### src/rtl/wphd_pkg.sv
// Package: shared types and constants for the worker pool dispatcher.
package wphd_pkg;

  localparam int NumWorkers = 16;
  localparam int ReadyDepth = 32;
  localparam int IdW = 4;
  localparam int PtrW = 5;
  localparam int CntW = 6;
  localparam int LifeW = 8;
  localparam int TagW = 16;
  localparam logic [LifeW-1:0] LiveResetInit = 8'd13;

  typedef enum logic [2:0] {
    ACT_READY = 3'd0,
    ACT_DEATH = 3'd1,
    ACT_PONG  = 3'd2,
    ACT_REPLY = 3'd3,
    ACT_REQ   = 3'd4,
    ACT_TICK  = 3'd5
  } action_t;

  typedef enum logic [2:0] {
    K_NONE     = 3'd0,
    K_DISPATCH = 3'd1,
    K_FORWARD  = 3'd2,
    K_PING     = 3'd3,
    K_HELD     = 3'd4,
    K_REFUSED  = 3'd5,
    K_EXPIRED  = 3'd6
  } kind_t;

  typedef enum logic [2:0] {
    S_IDLE, S_DECODE, S_POPCHK, S_DRY, S_TICK
  } state_t;

  typedef struct packed {
    logic [2:0]      action;
    logic [IdW-1:0]  worker_id;
    logic            from_inner;
    logic [TagW-1:0] request_tag;
  } in_item_t;

  typedef struct packed {
    logic [2:0]      kind;
    logic [IdW-1:0]  target_worker;
    logic            to_inner;
    logic [TagW-1:0] tag_out;
    logic            overflow;
    logic            last;
  } out_item_t;

  // Controller -> datapath commands.
  typedef struct packed {
    logic load_in;     // capture input request
    logic do_simple;   // apply ready/death/pong/reply, emit its result
    logic refuse;      // emit refused (empty FIFO)
    logic req_start;   // note whether a held request is served first
    logic pop;         // read head of FIFO
    logic dispatch;    // emit dispatch to popped worker
    logic dry;         // no live worker left: hold or refuse
    logic tick_snap;   // snapshot ping/expiry masks, update all workers
    logic tick_emit;   // emit next tick result
  } cmd_t;

  // Datapath -> controller status.
  typedef struct packed {
    logic [2:0] action;
    logic       fifo_empty;
    logic       serving;      // held request still to be dispatched
    logic       popped_live;
    logic       tick_last;    // next tick result is the final one
  } sts_t;

endpackage

### src/rtl/wphd_if.sv
// Interface: valid/ready channel carrying one payload.
interface wphd_if #(parameter type T = logic);
  logic valid;
  logic ready;
  T     data;
  modport source (output valid, output data, input ready);
  modport sink (input valid, input data, output ready);
endinterface

### src/rtl/worker_pool_heartbeat_dispatcher_core.sv
// Top level: worker pool dispatcher with heartbeat, controller plus datapath.
//
// Channels: "req" (sink) takes one request: action, worker_id, from_inner,
// request_tag. "res" (source) returns its results in order; the last result
// of each request has last set. A configuration write (cfg_we, cfg_data)
// sets live_reset; write it only while no request is in flight.
// Sequencing: ready/death/pong/reply/unused codes and a refused request
// (empty FIFO) are answered straight from decode. A client request pops
// the FIFO head and checks it, popping again for each stale id skipped;
// a held request is served first, then the new one from the next live
// id; finding no live worker goes through the dry state (hold or refuse).
// A tick: snapshot, then its results in order, up to 32 of them.
// Throughput: one request at a time; a new one is accepted once the
// controller is back in idle.
// Reset (rst, synchronous): worker table emptied, FIFO empty, no held
// request, live_reset back to 13. FIFO storage is not cleared.
// Stall: results sit in a one-entry output register; while it is full and
// the receiver holds ready low the controller waits, and input stalls.
module worker_pool_heartbeat_dispatcher_core (
  input  logic       clk,
  input  logic       rst,
  input  logic       cfg_we,
  input  logic [7:0] cfg_data,
  wphd_if.sink       req,
  wphd_if.source     res
);
  import wphd_pkg::*;

  cmd_t      cmd;
  sts_t      sts;
  logic      res_load, res_busy;
  out_item_t res_data;

  wphd_ctrl u_ctrl (
    .clk(clk), .rst(rst), .in_valid(req.valid), .in_ready(req.ready),
    .out_busy(res_busy), .sts(sts), .cmd(cmd)
  );

  wphd_dp u_dp (
    .clk(clk), .rst(rst), .in_data(req.data), .cfg_we(cfg_we),
    .cfg_data(cfg_data), .cmd(cmd), .sts(sts), .res_load(res_load),
    .res_data(res_data)
  );

  // result loads in the same edge the previous one is taken
  wphd_outq u_outq (
    .clk(clk), .rst(rst), .load(res_load), .load_data(res_data),
    .busy(res_busy), .res(res)
  );

endmodule

### src/rtl/wphd_ctrl.sv
// Controller: sequences each request through decode, pops and tick results.
module wphd_ctrl (
  input  logic             clk,
  input  logic             rst,
  input  logic             in_valid,
  output logic             in_ready,
  input  logic             out_busy,
  input  wphd_pkg::sts_t   sts,
  output wphd_pkg::cmd_t   cmd
);
  import wphd_pkg::*;

  state_t state, state_next;

  always_ff @(posedge clk) begin
    if (rst) state <= S_IDLE;
    else state <= state_next;
  end

  always_comb begin
    cmd = '0;
    state_next = state;
    in_ready = 1'b0;
    unique case (state)
      S_IDLE: begin
        in_ready = 1'b1;
        if (in_valid) begin
          cmd.load_in = 1'b1;
          state_next = S_DECODE;
        end
      end
      S_DECODE: begin
        if (sts.action == ACT_TICK) begin
          cmd.tick_snap = 1'b1;
          state_next = S_TICK;
        end else if (sts.action == ACT_REQ && !sts.fifo_empty) begin
          cmd.req_start = 1'b1;
          cmd.pop = 1'b1;
          state_next = S_POPCHK;
        end else if (!out_busy) begin
          if (sts.action == ACT_REQ) cmd.refuse = 1'b1;
          else cmd.do_simple = 1'b1;
          state_next = S_IDLE;
        end
      end
      S_POPCHK: begin
        if (sts.popped_live) begin
          // dispatch needs the output slot
          if (!out_busy) begin
            cmd.dispatch = 1'b1;
            if (!sts.serving) state_next = S_IDLE;
            else if (sts.fifo_empty) state_next = S_DRY;
            else cmd.pop = 1'b1;
          end
        end else if (!sts.fifo_empty) begin
          cmd.pop = 1'b1;   // stale id, try the next one
        end else begin
          state_next = S_DRY;
        end
      end
      S_DRY: begin
        if (!out_busy) begin
          cmd.dry = 1'b1;
          state_next = S_IDLE;
        end
      end
      S_TICK: begin
        if (!out_busy) begin
          cmd.tick_emit = 1'b1;
          if (sts.tick_last) state_next = S_IDLE;
        end
      end
      default: state_next = S_IDLE;
    endcase
  end

endmodule

### src/rtl/wphd_dp.sv
// Datapath: worker table, ready FIFO, held slot and result formatting.
module wphd_dp (
  input  logic                    clk,
  input  logic                    rst,
  input  wphd_pkg::in_item_t      in_data,
  input  logic                    cfg_we,
  input  logic [7:0]              cfg_data,
  input  wphd_pkg::cmd_t          cmd,
  output wphd_pkg::sts_t          sts,
  output logic                    res_load,
  output wphd_pkg::out_item_t     res_data
);
  import wphd_pkg::*;

  logic [LifeW-1:0]      live_reset;
  in_item_t              cur;
  logic [NumWorkers-1:0] wvalid, winner, wping;
  logic [LifeW-1:0]      wlife [NumWorkers];
  logic [IdW-1:0]        rfifo [ReadyDepth];
  logic [PtrW-1:0]       head, tail;
  logic [CntW-1:0]       count;
  logic                  held_valid;
  logic [TagW-1:0]       held_tag;
  logic                  serving;
  logic [IdW-1:0]        popped;
  logic [NumWorkers-1:0] pmask, emask;   // pings / expiries still to report

  logic                  known, full, fifo_empty, push, ovf, plive, tick_last;
  logic [PtrW-1:0]       head_inc, tail_inc;
  logic [NumWorkers-1:0] life_low, p_rest, e_rest;
  logic [IdW-1:0]        p_idx, e_idx;

  // lowest set bit of a worker mask
  function automatic logic [IdW-1:0] low_idx(logic [NumWorkers-1:0] m);
    logic [IdW-1:0] r;
    r = '0;
    for (int i = NumWorkers - 1; i >= 0; i--) begin
      if (m[i]) r = IdW'(i);
    end
    return r;
  endfunction

  assign known = wvalid[cur.worker_id];
  assign full = (count == CntW'(ReadyDepth));
  assign fifo_empty = (count == '0);
  assign head_inc = (head == PtrW'(ReadyDepth - 1)) ? '0 : head + PtrW'(1);
  assign tail_inc = (tail == PtrW'(ReadyDepth - 1)) ? '0 : tail + PtrW'(1);
  assign plive = wvalid[popped];
  assign p_rest = pmask & (pmask - NumWorkers'(1));
  assign e_rest = emask & (emask - NumWorkers'(1));
  assign p_idx = low_idx(pmask);
  assign e_idx = low_idx(emask);

  always_comb begin
    for (int i = 0; i < NumWorkers; i++) life_low[i] = (wlife[i] <= LifeW'(1));
  end

  // pings first, then expiries; a tick with neither reports one none
  always_comb begin
    if (pmask != '0) tick_last = (p_rest == '0) && (emask == '0);
    else if (emask != '0) tick_last = (e_rest == '0);
    else tick_last = 1'b1;
  end

  always_comb begin
    push = 1'b0;
    ovf = 1'b0;
    if (cmd.do_simple &&
        ((cur.action == ACT_READY && !known) || (cur.action == ACT_REPLY && known))) begin
      push = !full;
      ovf = full;
    end
  end

  always_comb begin
    sts.action = cur.action;
    sts.fifo_empty = fifo_empty;
    sts.serving = serving;
    sts.popped_live = plive;
    sts.tick_last = tick_last;
  end

  always_comb begin
    res_load = cmd.do_simple | cmd.refuse | cmd.dispatch | cmd.dry | cmd.tick_emit;
    res_data = '0;
    res_data.last = 1'b1;
    if (cmd.do_simple) begin
      res_data.overflow = ovf;
      if (cur.action == ACT_REPLY) begin
        res_data.kind = K_FORWARD;
        res_data.target_worker = cur.worker_id;
        res_data.tag_out = cur.request_tag;
      end
    end else if (cmd.refuse) begin
      res_data.kind = K_REFUSED;
      res_data.tag_out = cur.request_tag;
    end else if (cmd.dispatch) begin
      res_data.kind = K_DISPATCH;
      res_data.target_worker = popped;
      res_data.to_inner = winner[popped];
      res_data.tag_out = serving ? held_tag : cur.request_tag;
      res_data.last = !serving;
    end else if (cmd.dry) begin
      res_data.kind = serving ? K_REFUSED : K_HELD;
      res_data.tag_out = cur.request_tag;
    end else if (cmd.tick_emit) begin
      if (pmask != '0) begin
        res_data.kind = K_PING;
        res_data.target_worker = p_idx;
        res_data.to_inner = winner[p_idx];
      end else if (emask != '0) begin
        res_data.kind = K_EXPIRED;
        res_data.target_worker = e_idx;
      end
      res_data.last = tick_last;
    end
  end

  always_ff @(posedge clk) begin
    if (cmd.load_in) cur <= in_data;
    if (push) rfifo[tail] <= cur.worker_id;
    if (cmd.pop) popped <= rfifo[head];
  end

  always_ff @(posedge clk) begin
    if (rst) begin
      live_reset <= LiveResetInit;
      wvalid <= '0;
      winner <= '0;
      wping <= '0;
      for (int i = 0; i < NumWorkers; i++) wlife[i] <= '0;
      head <= '0;
      tail <= '0;
      count <= '0;
      held_valid <= 1'b0;
      held_tag <= '0;
      serving <= 1'b0;
      pmask <= '0;
      emask <= '0;
    end else begin
      if (cfg_we) live_reset <= cfg_data;
      if (push) tail <= tail_inc;
      if (cmd.pop) head <= head_inc;
      count <= count + CntW'(push) - CntW'(cmd.pop);
      if (cmd.do_simple) begin
        case (cur.action)
          ACT_READY: begin
            if (!known) begin
              wvalid[cur.worker_id] <= 1'b1;
              wlife[cur.worker_id] <= live_reset;
              winner[cur.worker_id] <= cur.from_inner;
              wping[cur.worker_id] <= 1'b0;
            end
          end
          ACT_DEATH: wvalid[cur.worker_id] <= 1'b0;
          ACT_PONG: begin
            if (known) begin
              wlife[cur.worker_id] <= live_reset;
              wping[cur.worker_id] <= 1'b0;
            end
          end
          default: ;
        endcase
      end else if (cmd.tick_snap) begin
        // all workers at once; results are reported from the masks
        pmask <= wvalid & ~wping;
        emask <= wvalid & life_low;
        wvalid <= wvalid & ~life_low;
        wping <= wping | wvalid;
        for (int i = 0; i < NumWorkers; i++) begin
          if (wvalid[i]) wlife[i] <= life_low[i] ? '0 : wlife[i] - LifeW'(1);
        end
      end else if (cmd.tick_emit) begin
        if (pmask != '0) pmask <= p_rest;
        else emask <= e_rest;
      end
      if (cmd.req_start) begin
        serving <= held_valid;
      end else if (cmd.dispatch && serving) begin
        serving <= 1'b0;
        held_valid <= 1'b0;
        held_tag <= '0;
      end else if (cmd.dry) begin
        serving <= 1'b0;
        if (!serving) begin
          held_valid <= 1'b1;
          held_tag <= cur.request_tag;
        end
      end
    end
  end

endmodule

### src/rtl/wphd_outq.sv
// Output stage: one-entry result register driving the result channel.
module wphd_outq (
  input  logic                  clk,
  input  logic                  rst,
  input  logic                  load,
  input  wphd_pkg::out_item_t   load_data,
  output logic                  busy,
  wphd_if.source                res
);

  assign busy = res.valid && !res.ready;

  always_ff @(posedge clk) begin
    if (rst) res.valid <= 1'b0;
    else if (load) res.valid <= 1'b1;
    else if (res.ready) res.valid <= 1'b0;
  end

  always_ff @(posedge clk) begin
    if (load) res.data <= load_data;
  end

endmodule

### src/flat_wrapper.sv
// flat-port wrapper written by rule: the top's interface ports become plain ports
module worker_pool_heartbeat_dispatcher_core_flat import wphd_pkg::*;
  (clk, rst, cfg_we, cfg_data, req_valid, req_data, req_ready, res_valid, res_data, res_ready);
  wphd_if #(.T(in_item_t)) req_i ();
  wphd_if #(.T(out_item_t)) res_i ();
  input  logic clk;
  input  logic rst;
  input  logic cfg_we;
  input  logic [7:0] cfg_data;
  input wire logic [$bits(req_i.valid)-1:0] req_valid;
  input wire logic [$bits(req_i.data)-1:0] req_data;
  output wire logic [$bits(req_i.ready)-1:0] req_ready;
  output wire logic [$bits(res_i.valid)-1:0] res_valid;
  output wire logic [$bits(res_i.data)-1:0] res_data;
  input wire logic [$bits(res_i.ready)-1:0] res_ready;
  assign req_i.valid = req_valid;
  assign req_i.data = req_data;
  assign req_ready = req_i.ready;
  assign res_valid = res_i.valid;
  assign res_data = res_i.data;
  assign res_i.ready = res_ready;
  worker_pool_heartbeat_dispatcher_core u_core (.clk(clk), .rst(rst), .cfg_we(cfg_we), .cfg_data(cfg_data), .req(req_i), .res(res_i));
endmodule
### config.mk
export PLATFORM = sky130hd
export DESIGN_NAME = worker_pool_heartbeat_dispatcher_core_flat
export DESIGN_NICKNAME = d
export VERILOG_FILES = /design/src/rtl/wphd_pkg.sv /design/src/rtl/wphd_if.sv /design/src/rtl/worker_pool_heartbeat_dispatcher_core.sv /design/src/rtl/wphd_ctrl.sv /design/src/rtl/wphd_dp.sv /design/src/rtl/wphd_outq.sv /design/src/flat_wrapper.sv
export SDC_FILE = /design/constraint.sdc
export NUM_CORES = 1
export LEC_CHECK = 0
export BUFFER_PORTS_ARGS = -buffer_cell sky130_fd_sc_hd__clkbuf_2
export CORE_MARGIN = 2
export CORE_UTILIZATION = 60
export DETAILED_ROUTE_END_ITERATION = 10
export GPL_ROUTABILITY_DRIVEN = 1
export PLACE_DENSITY = 0.77
export SLEW_MARGIN = 20
export SYNTH_ARGS = -nofsm -noshare
export SYNTH_HDL_FRONTEND = slang
export SYNTH_SLANG_ARGS = --single-unit
### constraint.sdc
create_clock -name clk -period 4.5 [get_ports clk]
set_input_delay 0.225 -clock clk [delete_from_list [all_inputs] [get_ports clk]]
set_output_delay 0.225 -clock clk [all_outputs]
set_load 0.02 [all_outputs]
==> flow_summary.toml <==
[global_route]
grt_pass1_wl_mm = 84.99
grt_pass1_vias = 15440
grt_overflow = 0
grtUsageTotal = 0.2938
antenna_found_initial = 1
grt_max_degree = 79

[pwr]
pwr_density_cell_nw_per_um2 = 381.0
power.leakage_nw = 7.903
ir_drop_v = 0.0003130
power.total_w = 0.009083

[synthesis]
avgSynthCellArea_sq_um = 11.11
netlist.area_leader.share = 0.4343
synth_fa_ha_area_frac = 0.02942
synth_edf_count = 310
synthCells = 1930
synth_top_family_by_area = "simple AND/OR/NAND/NOR gates"
synth-simple-area-share = 0.1530
synthArstFlopShare = 0
yosysSeqAreaShare = 0.5520
syn_area_sq_um = 21430
synthFlopType = "edfxtp_1"
muxShareOfSynthArea = 0.06987
synth_seq_cells = 436
yosys_warnings = 0
synth.distinct_cells = 77
yosysTopAreaCell = "edfxtp_1"
synthXorXnorAreaFrac = 0.04127
ys_top_cells_by_area = "edfxtp_1, dfxtp_1, mux4_2"
synth_compound_area_frac = 0.1219
synth_nets = 2016

[critical_path]
r2r-end = "u_core.u_dp.wlife[1][4]"
end_kind = "register"
required_ps = 4700
worstSetupStartpointType = "register"
cp.arrival_ps = 4330
r2r-start = "u_core.u_dp.cur[17]"
cp_max_fo = 24
startpoint = "u_core.u_dp.cur[17]"
rrSetupSlack_ps = 370
worstRegToRegCells = 5
critical_path_class = "reg -> reg"

[timing]
tightestPinTransition_ps = 1115
setup_ws_ps = 367.7
relSlewSlack = 0.2550
period_minus_slack_ps = 4132
clock_skew_ps = 29.57
hold_violations = 0
report.final.slew_viol_count = 0
whs_ps = 33.20
fin_tns_setup_ps = 0
report.final.setup_viol = 0
clock.fmax_ghz = 0.2420
period_share = 0.9183
rsz0062_at_grt = "false"

[route]
wl_per_cell_microns = 21.86
ant_nets = 0
vias = 16240
wl_mm = 54.28
drtPass1Iterations = 6
drc = 0
vias_per_cell = 6.539
drtIter0Drc = 1993

[flow_run]
cap_viol_max_count = 0

[layout]
area_growth_pct = 11.23
antenna_cells = 0
nFillCells = 2536
drive_gt1_frac = 0.1271
nets = 2071
utilization = 0.6736

[clock_network]
clockBufferDepth = 3
insertion_delay_ps = 600
clkSinkCount = 436
ctsHtreeMaxLevel = 2
post_cts_buffers = 0
cts_buffers = 45
clk_pin_slew_ps = 60
cts_tree = "done"
root_buffer = "clkbuf_16"

[floorplan]
die_area_sq_um = 37250
die_w_microns = 193.0
die_h_microns = 193.0
initial_utilization = 0.6055
io-pin-count = 65
rows = 69
core_sq_um = 35400

[place]
hpwl_mm = 35.95
port-buffer-count = 64
pre_cts_slack_ps = 391.8
routabilityCongestion = 0.9551

[min_path]
min-delay-start = "rst"
hold_depth = 2
hold_end = "u_core.u_dp.wping[8]"
hold_class = "in -> reg"

[status]
status = "finished, final reports clean"
## where the power goes
part / internal, W / leakage [nW] / switching [W]
logic: 0.000299 / 3.19 / 0.000462
clock network: 0.00212 / 0.711 / 0.00161
registers: 0.00445 / 4.00 / 0.000135
total: 0.00687 / 7.90 / 0.00221
## metal layers
layer,share of wire,global-route usage
met1,0.40,0.4003
met2,0.47,0.4679
met5,0,0
met3,0.093,0.05665
met4,0.042,0.1186
## worst max-delay path, stage by stage (launching register included)
cell	delay (ps)
edfxtp_1	490
mux4_1	610
mux4_2	570
xnor2_1	320
nand2_1	720
o211ai_1	990
## timing repair
| item | in CTS | in global routing |
|---|---|---|
| hold endpoints to repair | 33 | 0 |
| gates resized for setup | 0 | 0 |
| hold buffers | 33 | 0 |
## logic make-up after synthesis
logic type / count (synthesis)
adders and majority gates: 50
buffers and inverters: 174
and+or+nand+nor: 671
AOI/OAI and AO/OA: 419
muxes: 79
xor gates and xnor gates: 101
DFF: 436
## cells in the mapped netlist (15+ instances only)
cell / count
ha_1: 48
inv_1: 65
nor3_1: 35
or4_1: 18
nor4_1: 45
xor2_1: 25
mux2i_1: 15
nand3_1: 56
o21ai_0: 73
buf_2: 16
a22o_1: 17
clkbuf_1: 75
mux4_2: 53
edfxtp_1: 310
a21oi_1: 120
nand3b_1: 27
xnor2_1: 76
o211ai_1: 44
o22ai_1: 82
nor2_1: 185
dfxtp_1: 126
nand2_1: 215
o31ai_1: 38
## state kept, by name, indices dropped and copies added, names as in the netlist, 6 cells and up, named ones only
name,flops
u_core.u_dp.winner,16
u_core.u_outq.res.data,26
u_core.u_dp.count,6
u_core.u_dp.pmask,16
u_core.u_dp.emask,16
u_core.u_dp.held_tag,16
u_core.u_dp.wping,16
u_core.u_dp.cur,21
u_core.u_dp.rfifo,128
u_core.u_dp.live_reset,8
u_core.u_dp.wlife,128
## cells in the final DEF, fill, tap and decap left out, drive strengths merged, types with 33 or more instances in the layout
cell type,count
a21oi,121
clkbuf,115
dfxtp,126
dlygate4sd3,33
edfxtp,310
ha,48
inv,69
mux4,55
nand2,224
nand3,57
nor2,193
nor3,36
nor4,47
o211ai,44
o21ai,75
o22ai,82
o31ai,38
xnor2,76
## worst max path at each step
stage | to | slack, ps | cells after the start
final | u_core.u_dp.wlife[1][4] | 370 | 5
after global placement | u_core.u_dp.wlife[12][4] | 480 | 5
after CTS | u_core.u_dp.wlife[1][3] | 400 | 5
after detailed placement | u_core.u_dp.wlife[1][3] | 390 | 5
after global routing | u_core.u_dp.wlife[1][4] | 200 | 5
after floorplan | u_core.u_dp.count[4] | 590 | 18
## stage by stage
stage               area (sq um)  std cells
global placement           22030       2366
floorplan                  21430       1930
CTS                        23830       2483
detailed placement         22030       2366
global route               23840       2483
finish                     23840       2483
## final cells by class
cell class,count,area [sq um],share of cell area
inverter,67,254.0,0.01065
timing repair buffer,115,788.3,0.03306
tap,461,576.8,0.02419
clock buffer,52,1174,0.04923
clock inverter,32,300.3,0.01260
sequential,436,11840,0.4964
multi-input combinational,1320,8914,0.3739
Note: power is estimated with default switching activity, not from simulation.
